$ cat src/design/arbd_pkg.sv
// ============================================================================
// arbd_pkg
// shared types and constants for the allele ratio breakpoint detector
// ============================================================================
package arbd_pkg;

  localparam int unsigned POS_W  = 31;
  localparam int unsigned CNT_W  = 16;
  localparam int unsigned RATE_W = 16;
  localparam int unsigned BSZ_W  = 13;

  // window reach either side and largest block, tied to the datapath widths
  localparam int unsigned HALF_WINDOW = 5;
  localparam int unsigned MAX_BLOCK   = 4096;

  // configuration register indexes
  localparam logic [1:0] CFG_MIN_SUPPORT = 2'd0;
  localparam logic [1:0] CFG_BLOCK_SIZE  = 2'd1;
  localparam logic [1:0] CFG_JUMP_THRESH = 2'd2;

  // sequencer states
  typedef enum logic [3:0] {
    ST_IDLE,
    ST_RATE_DIV,
    ST_ACCUM,
    ST_CLOSE_DIV,
    ST_CLOSE_WR,
    ST_CHECK,
    ST_SUM_RD,
    ST_SUM_ACC,
    ST_BACK_DIV,
    ST_FWD_DIV,
    ST_JUDGE,
    ST_OUT,
    ST_END
  } arbd_state_t;

  // divider request
  typedef struct packed {
    logic        start;
    logic [31:0] dividend;
    logic [15:0] divisor;
  } arbd_div_req_t;

  // divider status
  typedef struct packed {
    logic        busy;
    logic        done;
    logic [31:0] quotient;
  } arbd_div_rsp_t;

endpackage

$ cat src/design/arbd_ram.sv
// ============================================================================
// arbd_ram
// generic single write, single read ram with registered read data
// ============================================================================
module arbd_ram #(
  parameter int unsigned WIDTH = 16,
  parameter int unsigned DEPTH = 11
) (
  input  logic                     clk,
  input  logic                     wr_en,
  input  logic [$clog2(DEPTH)-1:0] wr_addr,
  input  logic [WIDTH-1:0]         wr_data,
  input  logic [$clog2(DEPTH)-1:0] rd_addr,
  output logic [WIDTH-1:0]         rd_data
);

  logic [WIDTH-1:0] mem [DEPTH];

  // write port and registered read
  always_ff @(posedge clk) begin
    if (wr_en) begin
      mem[wr_addr] <= wr_data;
    end
    rd_data <= mem[rd_addr];
  end

endmodule

$ cat src/design/arbd_div.sv
// ============================================================================
// arbd_div
// restoring divider, one quotient bit per cycle, 32 by 16 bits
// ============================================================================
module arbd_div (
  input  logic                    clk,
  input  logic                    rst_n,
  input  arbd_pkg::arbd_div_req_t req,
  output arbd_pkg::arbd_div_rsp_t rsp
);
  import arbd_pkg::*;

  logic [31:0] quo_r, quo_nxt;
  logic [16:0] rem_r, rem_nxt;
  logic [15:0] dsr_r, dsr_nxt;
  logic [5:0]  cnt_r, cnt_nxt;
  logic        busy_r, busy_nxt;
  logic        done_r, done_nxt;
  logic [16:0] trial;

  // one shift and subtract step
  always_comb begin
    trial    = {rem_r[15:0], quo_r[31]} - {1'b0, dsr_r};
    quo_nxt  = quo_r;
    rem_nxt  = rem_r;
    dsr_nxt  = dsr_r;
    cnt_nxt  = cnt_r;
    busy_nxt = busy_r;
    done_nxt = 1'b0;
    if (req.start) begin
      quo_nxt  = req.dividend;
      rem_nxt  = '0;
      dsr_nxt  = req.divisor;
      cnt_nxt  = 6'd32;
      busy_nxt = 1'b1;
    end else if (busy_r) begin
      if (!trial[16]) begin
        rem_nxt = trial;
        quo_nxt = {quo_r[30:0], 1'b1};
      end else begin
        rem_nxt = {rem_r[15:0], quo_r[31]};
        quo_nxt = {quo_r[30:0], 1'b0};
      end
      cnt_nxt = cnt_r - 6'd1;
      if (cnt_r == 6'd1) begin
        busy_nxt = 1'b0;
        done_nxt = 1'b1;
      end
    end
  end

  always_ff @(posedge clk) begin
    if (!rst_n) begin
      busy_r <= 1'b0;
      done_r <= 1'b0;
      cnt_r  <= '0;
    end else begin
      busy_r <= busy_nxt;
      done_r <= done_nxt;
      cnt_r  <= cnt_nxt;
    end
    quo_r <= quo_nxt;
    rem_r <= rem_nxt;
    dsr_r <= dsr_nxt;
  end

  assign rsp.busy     = busy_r;
  assign rsp.done     = done_r;
  assign rsp.quotient = quo_r;

endmodule

$ cat src/design/allele_ratio_breakpoint_detector.sv
// ============================================================================
// allele_ratio_breakpoint_detector
// windowed block-mean change point detection on allele rates
// ============================================================================
// a kept record runs a rate divider pass and a dropped one skips it; closing a block adds
// a mean divider pass, and judging one adds back and forward window sums, each ending in a divider pass
// throughput: one record at a time; in_stall is high until its last result is queued
// reset: synchronous active low; counters clear, config returns to defaults,
// the block-mean ring is left unset and needs no clearing pass
module allele_ratio_breakpoint_detector (
  input  logic        clk,
  input  logic        rst_n,
  input  logic        in_valid,
  output logic        in_stall,
  input  logic [30:0] in_position,
  input  logic [15:0] in_alt_count,
  input  logic [15:0] in_total_depth,
  input  logic        in_last_of_chrom,
  output logic        out_valid,
  input  logic        out_stall,
  output logic [30:0] out_block_start_pos,
  output logic [15:0] out_back_mean,
  output logic [15:0] out_fwd_mean,
  output logic        out_last_result,
  input  logic        cfg_we,
  input  logic [1:0]  cfg_index,
  input  logic [15:0] cfg_data
);
  import arbd_pkg::*;

  localparam int unsigned RING  = 2 * HALF_WINDOW + 1;
  localparam int unsigned RA_W  = $clog2(RING);
  localparam int unsigned WN_W  = $clog2(HALF_WINDOW + 2);
  localparam logic [BSZ_W-1:0] MAX_BSZ = BSZ_W'(MAX_BLOCK);
  localparam logic [WN_W-1:0] HW = WN_W'(HALF_WINDOW);

  // configuration registers
  logic [7:0]       min_sup_r;
  logic [BSZ_W-1:0] bsz_r;
  logic [15:0]      thr_r;

  always_ff @(posedge clk) begin
    if (!rst_n) begin
      min_sup_r <= 8'd8;
      bsz_r     <= BSZ_W'(1000);
      thr_r     <= 16'd1966;
    end else if (cfg_we) begin
      unique case (cfg_index)
        CFG_MIN_SUPPORT: min_sup_r <= cfg_data[7:0];
        CFG_BLOCK_SIZE:  bsz_r     <= cfg_data[BSZ_W-1:0];
        CFG_JUMP_THRESH: thr_r     <= cfg_data;
        default: ;
      endcase
    end
  end

  // state
  arbd_state_t st_r, st_nxt;
  logic [28:0] sum_r, sum_nxt;
  logic [12:0] cnt_r, cnt_nxt;
  logic [30:0] opos_r, opos_nxt;
  logic [31:0] nblk_r, nblk_nxt;
  logic [31:0] nrep_r, nrep_nxt;
  logic [RA_W-1:0] wslot_r, wslot_nxt;   // slot of nblk
  logic [RA_W-1:0] jslot_r, jslot_nxt;   // slot of nrep
  logic [30:0] ipos_r, ipos_nxt;
  logic [15:0] ia_r, ia_nxt, it_r, it_nxt;
  logic        ilast_r, ilast_nxt;
  logic        flush_r, flush_nxt;
  logic [18:0] wsum_r, wsum_nxt;
  logic [WN_W-1:0] k_r, k_nxt, nb_r, nb_nxt, nf_r, nf_nxt;
  logic        fwd_r, fwd_nxt;
  logic [RA_W-1:0] rdslot_r, rdslot_nxt;
  logic [15:0] bm_r, bm_nxt, fm_r, fm_nxt;
  logic        pend_r, pend_nxt;
  logic        ov_r, ov_nxt;
  logic [30:0] opos_out_r, opos_out_nxt;
  logic [30:0] obp_r, obp_nxt;
  logic [15:0] obm_r, obm_nxt, ofm_r, ofm_nxt;
  logic        olast_r, olast_nxt;
  // held hit, kept apart from the output register
  logic [30:0] hpos_r, hpos_nxt;
  logic [15:0] hbm_r, hbm_nxt, hfm_r, hfm_nxt;

  arbd_div_req_t dreq;
  arbd_div_rsp_t drsp;

  logic            mwe, pwe;
  logic [RA_W-1:0] rd_addr;
  logic [15:0]     m_rd;
  logic [30:0]     p_rd;

  arbd_div u_div (.clk(clk), .rst_n(rst_n), .req(dreq), .rsp(drsp));

  arbd_ram #(.WIDTH(16), .DEPTH(RING)) u_means (
    .clk(clk), .wr_en(mwe), .wr_addr(wslot_r), .wr_data(drsp.quotient[15:0]),
    .rd_addr(rd_addr), .rd_data(m_rd));

  arbd_ram #(.WIDTH(31), .DEPTH(RING)) u_pos (
    .clk(clk), .wr_en(pwe), .wr_addr(wslot_r), .wr_data(opos_r),
    .rd_addr(rd_addr), .rd_data(p_rd));

  function automatic logic [RA_W-1:0] slot_inc(input logic [RA_W-1:0] s);
    return (s == RA_W'(RING - 1)) ? '0 : s + RA_W'(1);
  endfunction

  function automatic logic [RA_W-1:0] slot_dec(input logic [RA_W-1:0] s);
    return (s == '0) ? RA_W'(RING - 1) : s - RA_W'(1);
  endfunction

  logic [15:0]      other;
  logic             pass;
  logic [BSZ_W-1:0] eff;
  logic [31:0]      gap, ahead;
  logic [15:0]      diff;

  assign in_stall = (st_r != ST_IDLE);
  assign rd_addr  = rdslot_r;

  // sequencer
  always_comb begin
    st_nxt = st_r; sum_nxt = sum_r; cnt_nxt = cnt_r; opos_nxt = opos_r;
    nblk_nxt = nblk_r; nrep_nxt = nrep_r; wslot_nxt = wslot_r; jslot_nxt = jslot_r;
    ipos_nxt = ipos_r; ia_nxt = ia_r; it_nxt = it_r; ilast_nxt = ilast_r;
    flush_nxt = flush_r; wsum_nxt = wsum_r; k_nxt = k_r; nb_nxt = nb_r; nf_nxt = nf_r;
    fwd_nxt = fwd_r; rdslot_nxt = rdslot_r; bm_nxt = bm_r; fm_nxt = fm_r;
    pend_nxt = pend_r; ov_nxt = ov_r; opos_out_nxt = opos_out_r;
    obp_nxt = obp_r; obm_nxt = obm_r; ofm_nxt = ofm_r; olast_nxt = olast_r;
    hpos_nxt = hpos_r; hbm_nxt = hbm_r; hfm_nxt = hfm_r;
    dreq = '0; mwe = 1'b0; pwe = 1'b0;
    other = it_r - ia_r;
    pass  = (ia_r <= it_r) && (ia_r > 16'(min_sup_r)) && (other > 16'(min_sup_r));
    eff   = (bsz_r == '0) ? BSZ_W'(1) : ((bsz_r > MAX_BSZ) ? MAX_BSZ : bsz_r);
    gap   = nblk_r - nrep_r;
    ahead = nblk_r - 32'd1 - nrep_r;
    diff  = (fm_r > bm_r) ? fm_r - bm_r : bm_r - fm_r;

    if (ov_r && !out_stall) ov_nxt = 1'b0;

    unique case (st_r)
      ST_IDLE: begin
        if (in_valid) begin
          ipos_nxt = in_position; ia_nxt = in_alt_count;
          it_nxt = in_total_depth; ilast_nxt = in_last_of_chrom;
          flush_nxt = 1'b0;
          st_nxt = ST_RATE_DIV;
        end
      end
      ST_RATE_DIV: begin
        if (pass) begin
          dreq.start    = 1'b1;
          dreq.dividend = {(ia_r < other) ? ia_r : other, 16'd0};
          dreq.divisor  = it_r;
          st_nxt = ST_ACCUM;
        end else begin
          st_nxt = ST_CHECK;
        end
      end
      ST_ACCUM: begin
        if (drsp.done) begin
          if (cnt_r == '0) opos_nxt = ipos_r;
          sum_nxt = sum_r + 29'(drsp.quotient[16:0]);
          cnt_nxt = cnt_r + 13'd1;
          st_nxt  = (cnt_r + 13'd1 >= eff) ? ST_CLOSE_DIV : ST_CHECK;
        end
      end
      ST_CLOSE_DIV: begin
        if (!drsp.busy && !drsp.done) begin
          dreq.start    = 1'b1;
          dreq.dividend = {3'd0, sum_r};
          dreq.divisor  = 16'(cnt_r);
          st_nxt = ST_CLOSE_WR;
        end
      end
      ST_CLOSE_WR: begin
        if (drsp.done) begin
          mwe = 1'b1; pwe = 1'b1;
          nblk_nxt = nblk_r + 32'd1;
          wslot_nxt = slot_inc(wslot_r);
          sum_nxt = '0; cnt_nxt = '0;
          st_nxt = ST_CHECK;
        end
      end
      ST_CHECK: begin
        if (gap > 32'(HALF_WINDOW) || (flush_r && gap != 32'd0)) begin
          nb_nxt = (nrep_r >= 32'(HALF_WINDOW)) ? HW : WN_W'(nrep_r);
          nb_nxt = nb_nxt + WN_W'(1);
          nf_nxt = (ahead < 32'(HALF_WINDOW)) ? WN_W'(ahead) : HW;
          nf_nxt = nf_nxt + WN_W'(1);
          k_nxt = '0; wsum_nxt = '0; fwd_nxt = 1'b0;
          rdslot_nxt = jslot_r;
          st_nxt = ST_SUM_RD;
        end else if (ilast_r && !flush_r) begin
          flush_nxt = 1'b1;
          if (cnt_r != '0) st_nxt = ST_CLOSE_DIV;
        end else begin
          st_nxt = ST_END;
        end
      end
      ST_SUM_RD: st_nxt = ST_SUM_ACC;
      ST_SUM_ACC: begin
        wsum_nxt = wsum_r + 19'(m_rd);
        if (k_r == '0 && !fwd_r) opos_out_nxt = p_rd;
        if (k_r + WN_W'(1) == (fwd_r ? nf_r : nb_r)) begin
          dreq.start    = 1'b1;
          dreq.dividend = 32'(wsum_r + 19'(m_rd));
          dreq.divisor  = 16'(fwd_r ? nf_r : nb_r);
          st_nxt = fwd_r ? ST_FWD_DIV : ST_BACK_DIV;
        end else begin
          k_nxt = k_r + WN_W'(1);
          rdslot_nxt = fwd_r ? slot_inc(rdslot_r) : slot_dec(rdslot_r);
          st_nxt = ST_SUM_RD;
        end
      end
      ST_BACK_DIV: begin
        if (drsp.done) begin
          bm_nxt = drsp.quotient[15:0];
          fwd_nxt = 1'b1; k_nxt = '0; wsum_nxt = '0;
          rdslot_nxt = jslot_r;
          st_nxt = ST_SUM_RD;
        end
      end
      ST_FWD_DIV: begin
        if (drsp.done) begin
          fm_nxt = drsp.quotient[15:0];
          st_nxt = ST_JUDGE;
        end
      end
      ST_JUDGE: begin
        nrep_nxt = nrep_r + 32'd1;
        jslot_nxt = slot_inc(jslot_r);
        st_nxt = ST_CHECK;
        if (diff > thr_r) begin
          // a second hit sends the held one first, then takes its place
          if (pend_r) begin
            st_nxt = ST_OUT;
          end else begin
            pend_nxt = 1'b1;
            hpos_nxt = opos_out_r; hbm_nxt = bm_r; hfm_nxt = fm_r;
          end
        end
      end
      ST_OUT: begin
        // emit the held hit as not last and hold the new one
        if (!ov_r || !out_stall) begin
          ov_nxt = 1'b1;
          olast_nxt = 1'b0;
          obp_nxt = hpos_r; obm_nxt = hbm_r; ofm_nxt = hfm_r;
          hpos_nxt = opos_out_r; hbm_nxt = bm_r; hfm_nxt = fm_r;
          st_nxt = ST_CHECK;
        end
      end
      ST_END: begin
        if (ilast_r) begin
          nblk_nxt = '0; nrep_nxt = '0; sum_nxt = '0; cnt_nxt = '0;
          wslot_nxt = '0; jslot_nxt = '0;
        end
        if (pend_r) begin
          if (!ov_r || !out_stall) begin
            ov_nxt = 1'b1; olast_nxt = 1'b1; pend_nxt = 1'b0;
            obp_nxt = hpos_r; obm_nxt = hbm_r; ofm_nxt = hfm_r;
            st_nxt = ST_IDLE;
          end
        end else begin
          st_nxt = ST_IDLE;
        end
      end
      default: st_nxt = ST_IDLE;
    endcase
  end

  always_ff @(posedge clk) begin
    if (!rst_n) begin
      st_r <= ST_IDLE; sum_r <= '0; cnt_r <= '0; opos_r <= '0;
      nblk_r <= '0; nrep_r <= '0; wslot_r <= '0; jslot_r <= '0;
      flush_r <= 1'b0; pend_r <= 1'b0; ov_r <= 1'b0;
    end else begin
      st_r <= st_nxt; sum_r <= sum_nxt; cnt_r <= cnt_nxt; opos_r <= opos_nxt;
      nblk_r <= nblk_nxt; nrep_r <= nrep_nxt; wslot_r <= wslot_nxt;
      jslot_r <= jslot_nxt; flush_r <= flush_nxt; pend_r <= pend_nxt; ov_r <= ov_nxt;
    end
    ipos_r <= ipos_nxt; ia_r <= ia_nxt; it_r <= it_nxt; ilast_r <= ilast_nxt;
    wsum_r <= wsum_nxt; k_r <= k_nxt; nb_r <= nb_nxt; nf_r <= nf_nxt;
    fwd_r <= fwd_nxt; rdslot_r <= rdslot_nxt; bm_r <= bm_nxt; fm_r <= fm_nxt;
    opos_out_r <= opos_out_nxt; olast_r <= olast_nxt;
    obp_r <= obp_nxt; obm_r <= obm_nxt; ofm_r <= ofm_nxt;
    hpos_r <= hpos_nxt; hbm_r <= hbm_nxt; hfm_r <= hfm_nxt;
  end

  assign out_valid           = ov_r;
  assign out_block_start_pos = obp_r;
  assign out_back_mean       = obm_r;
  assign out_fwd_mean        = ofm_r;
  assign out_last_result     = olast_r;

endmodule
$ cat config.mk
export PLATFORM = sky130hd
export DESIGN_NAME = allele_ratio_breakpoint_detector
export DESIGN_NICKNAME = d
export VERILOG_FILES = /design/src/design/arbd_pkg.sv /design/src/design/arbd_ram.sv /design/src/design/arbd_div.sv /design/src/design/allele_ratio_breakpoint_detector.sv
export SDC_FILE = /design/constraint.sdc
export NUM_CORES = 2
export LEC_CHECK = 0
export BUFFER_PORTS_ARGS = -buffer_cell sky130_fd_sc_hd__buf_2
export CAP_MARGIN = 20
export CORE_MARGIN = 8
export CORE_UTILIZATION = 57
export CTS_CLUSTER_DIAMETER = 50
export DETAILED_ROUTE_END_ITERATION = 16
export GPL_TIMING_DRIVEN = 0
export PLACE_DENSITY = 0.79
export SYNTH_ARGS = -nofsm -noshare
export SYNTH_HDL_FRONTEND = slang
export SYNTH_HIERARCHICAL = 1
export SYNTH_SLANG_ARGS = --single-unit
$ cat constraint.sdc
create_clock -name clk -period 6.6 [get_ports clk]
set_input_delay 0.99 -clock clk [delete_from_list [all_inputs] [get_ports clk]]
set_output_delay 0.99 -clock clk [all_outputs]
set_load 0.02 [all_outputs]
==> impl_metrics.yaml <==
run_status:
  status: "finished, final reports clean"
timing:
  max-slew-margin-rel_pct: 30.89
  hold_viol: 0
  finalCritPeriodShare_pct: 93.57
  rsz0062_at_grt: "false"
  setup_viol_count_final: 0
  finalMaxSlewViolations: 0
  period_minus_slack_ns: 6.175
  skew_ns: 0.05318
  tightest_slew_ns: 1.031
  fin_ws_ns: 0.4246
  holdWs_ns: 0.3855
  max_freq_mhz: 161.9
power:
  powerDensity_nw_per_um2: 304.9
  total_power_w: 0.01783
  max-vdd-ir-drop_mv: 0.3040
  p_leak_nw: 21.46
drt:
  wire_per_inst_um: 22.02
  vias: 34660
  met2WireLength_mm: 60.15
  drtAntennaViolNets: 0
  via_per_inst: 6.060
  highest_layer: "met4"
  m1WireLength_mm: 51.84
  first_pass_iters: 5
  drc_errors: 0
  met3_length_mm: 9.613
  finalWirelength_mm: 125.9
  drt_iter0_drc: 2904
clocking:
  cts_tree: "done"
  ctsHtreeMaxLevel: 3
  path_clk_slew_ns: 0.06
  clk_path_buf_depth: 3
  hold_buffers: 0
  cts_root_buf: "clkbuf_16"
  cts_sinks: 1112
  cts_made_buffers: 117
  clk-insertion-delay-late_ns: 0.73
cells_and_area:
  n_antenna_cell: 0
  final_core_util_pct: 65.08
  syn_to_final_growth_pct: 13.42
  final_area_um2: 58490
  layout-drive-gt1-share_pct: 14.55
  nNetsFinal: 4745
synth:
  synth_cells: 4133
  async_flop_share_pct: 0
  synth_cell_type_count: 96
  ys_ff_latch: 1112
  ys_seq_area_share_pct: 59.71
  ys_top_cells_by_count: "edfxtp_1 (852), nand2_1 (304), dfxtp_1 (260)"
  syn-num-nets: 4438
  yosys_most_used_dff: "edfxtp_1"
  synth_edf_count: 852
  ys_warn_count: 6
  synth_area_um2: 51570
  synth_top_area_share_pct: 49.61
  yosysTopAreaCell: "edfxtp_1"
  synth.most_common_cell: "edfxtp_1"
  avgSynthCellArea_um2: 12.48
  synth_area_leaders: "edfxtp_1 (50%), dfxtp_1 (10%), ha_1 (5.1%)"
critical_path:
  critPathTopFamily: "compound AO/OA/AOI/OAI gates"
  worst_ep_arrival_time_ns: 6.56
  cp.required_ns: 6.98
  critPathBufInv: 4
  critPathMaxStageDelay_ns: 0.78
  reg2reg_depth: 21
  path_cells: "inv_1, ha_1, nor2b_1, o31a_1, o31ai_1, a21boi_1, ha_1, a21o_1, a21o_1, a21oi_1, o21ai_0, a21oi_1, and4_1, and3_1, a31oi_1, and3_1, clkbuf_1, or3_2, clkbuf_2, nor2_2, inv_4"
  worstReg2RegStart: "ia_r[1]"
  crit_path_end_kind: "flop"
  cp-start-kind: "flop"
  r2r_end: "u_div/quo_r[14]"
  crit_slowest_cell: "or3_2"
  reg2reg_slack_ns: 0.42
  critPathKind: "reg2reg"
  cp_max_fo: 32
flow_run:
  cap_violations: 0
grt:
  first_global_vias: 33920
  grt.total_usage_pct: 24.48
  grt_pass1_wl_mm: 191.4
  overflow: 0
  antenna_found_initial: 1
  grt_max_degree: 35
floorplan:
  die_w_um: 316.8
  placementRows: 110
  dieHeight_um: 316.8
  num_io_pins: 153
  start_util_pct: 57.38
  coreArea_um2: 89870
  die_area_um2: 100400
worst_hold_path:
  min-delay-start: "u_pos/rd_data[13]"
  holdPathStages: 0
  worstHoldEndpoint: "opos_out_r[13]"
  min_path_type: "reg2reg"
place:
  place.port_buffers: 152
  preCtsSetupSlack_ns: -0.3578
  hpwl_mm: 89.10
  place_congestion: 0.9474
  post_dp_cell_area_um2: 54440
==> cells in the final DEF, fill, tap and decap left out, types with 20 or more instances in the layout <==
| cell type | count |
|---|---|
| buf_4 | 26 |
| nand3_1 | 62 |
| nand2_1 | 304 |
| o21a_1 | 34 |
| clkbuf_1 | 139 |
| a22oi_1 | 26 |
| a21o_1 | 56 |
| o22ai_1 | 52 |
| a21oi_1 | 167 |
| nand2b_1 | 81 |
| edfxtp_1 | 852 |
| buf_2 | 181 |
| or3_1 | 25 |
| a31oi_1 | 21 |
| nor2b_1 | 50 |
| clkbuf_16 | 117 |
| buf_6 | 28 |
| ha_1 | 210 |
| nor4_1 | 27 |
| dfxtp_1 | 260 |
| nor3_1 | 51 |
| a211oi_1 | 20 |
| a22o_1 | 80 |
| xor2_1 | 95 |
| nor2_1 | 232 |
| o31ai_2 | 26 |
| nand4_1 | 46 |
| and2_1 | 38 |
| inv_1 | 178 |
| o21ai_0 | 128 |
| mux2i_1 | 128 |
| and3_1 | 27 |
| mux2_1 | 51 |
| a21boi_0 | 57 |
| xnor2_1 | 100 |
| o31ai_1 | 27 |
| o211ai_1 | 71 |
| mux2_2 | 126 |
==> worst max path at each step <==
stage / endpoint / slack [ns] / cells past startpoint / start
after floorplan: hbm_r[0] / 0.37 / 24 / fm_r[0]
after global placement: opos_out_r[17] / -1.94 / 4 / st_r[0]
after detailed placement: u_div/quo_r[14] / -0.36 / 20 / ia_r[1]
after CTS: u_div/quo_r[14] / 0.18 / 21 / ia_r[1]
after global routing: u_div/quo_r[2] / 0.01 / 21 / ia_r[1]
final: u_div/quo_r[14] / 0.42 / 21 / ia_r[1]
==> state kept, by name (all words and copies together) (netlist names), 19 cells and up <==
| signal | cells |
|---|---|
| nblk_r | 32 |
| u_means/mem | 176 |
| ipos_r | 31 |
| nrep_r | 32 |
| wsum_r | 19 |
| u_pos/rd_data | 31 |
| out_block_start_pos | 31 |
| opos_out_r | 31 |
| u_div/quo_r | 32 |
| sum_r | 29 |
| opos_r | 31 |
| u_pos/mem | 341 |
| hpos_r | 31 |
==> cell families (layout without fill, tap and decap cells) <==
logic type | after synthesis | after routing | synth area share (%)
flip-flops | 1112 | 1112 | 59.71
AND/OR/NAND/NOR | 1041 | 1041 | 9.970
AO/OA/AOI/OAI | 895 | 895 | 12.08
buffers and inverters | 367 | 777 | 3.176
multiplexers | 305 | 305 | 6.350
adder cells (fa/ha/maj) | 218 | 218 | 5.406
XOR/XNOR | 195 | 195 | 3.312
==> layer usage <==
metal / up-vias / track usage (%)
li1: 16040 / -
met1: 16890 / 32.16
met2: 1447 / 41.28
met3: 279 / 4.002
met4: 0 / 8.393
met5: - / 0
==> stage by stage <==
| stage | setup TNS, ns | cells |
|---|---|---|
| after floorplan | 0 | 4133 |
| after global placement | -245.21 | 5461 |
| after detailed placement | -11.97 | 5495 |
| after CTS | 0 | 5718 |
| after global routing | 0 | 5719 |
| final | 0 | 5719 |
==> layout make-up <==
| class | count | area, um^2 |
|---|---|---|
| clock inverters | 68 | 857.1 |
| repair buffers | 188 | 1274 |
| fillers | 6455 | 31390 |
| plain buffers | 187 | 963.4 |
| multi-input cells | 2654 | 19290 |
| flip-flops and latches | 1112 | 30790 |
| well taps | 1176 | 1471 |
| clock buffers | 154 | 3167 |
| inverters | 180 | 678.2 |
==> worst register-to-register path, cell delays in order, from the launching register on <==
cell and delay (ns):
edfxtp_1 0.48, inv_1 0.13, ha_1 0.32, nor2b_1 0.14, o31a_1 0.28, o31ai_1 0.34
a21boi_1 0.37, ha_1 0.31, a21o_1 0.17, a21o_1 0.17, a21oi_1 0.12, o21ai_0 0.10
a21oi_1 0.14, and4_1 0.21, and3_1 0.16, a31oi_1 0.20, and3_1 0.26, clkbuf_1 0.21
or3_2 0.78, clkbuf_2 0.35, nor2_2 0.33, inv_4 0.27
==> where the power goes <==
| part | leakage (nW) | total (W) | internal (W) | switching (W) |
|---|---|---|---|---|
| logic | 9.54 | 0.00262 | 0.00107 | 0.00155 |
| registers | 9.98 | 0.00853 | 0.00809 | 0.000445 |
| clock network | 1.93 | 0.00668 | 0.00384 | 0.00284 |
| total | 21.5 | 0.0178 | 0.0130 | 0.00483 |
==> timing repair <==
action	CTS	global route
endpoints found under the setup margin	65	68
pin swaps	1	0
buffers inserted	1	0
gates cloned	0	0
resized for setup	3	3
Power figures use the tool's default switching activity.
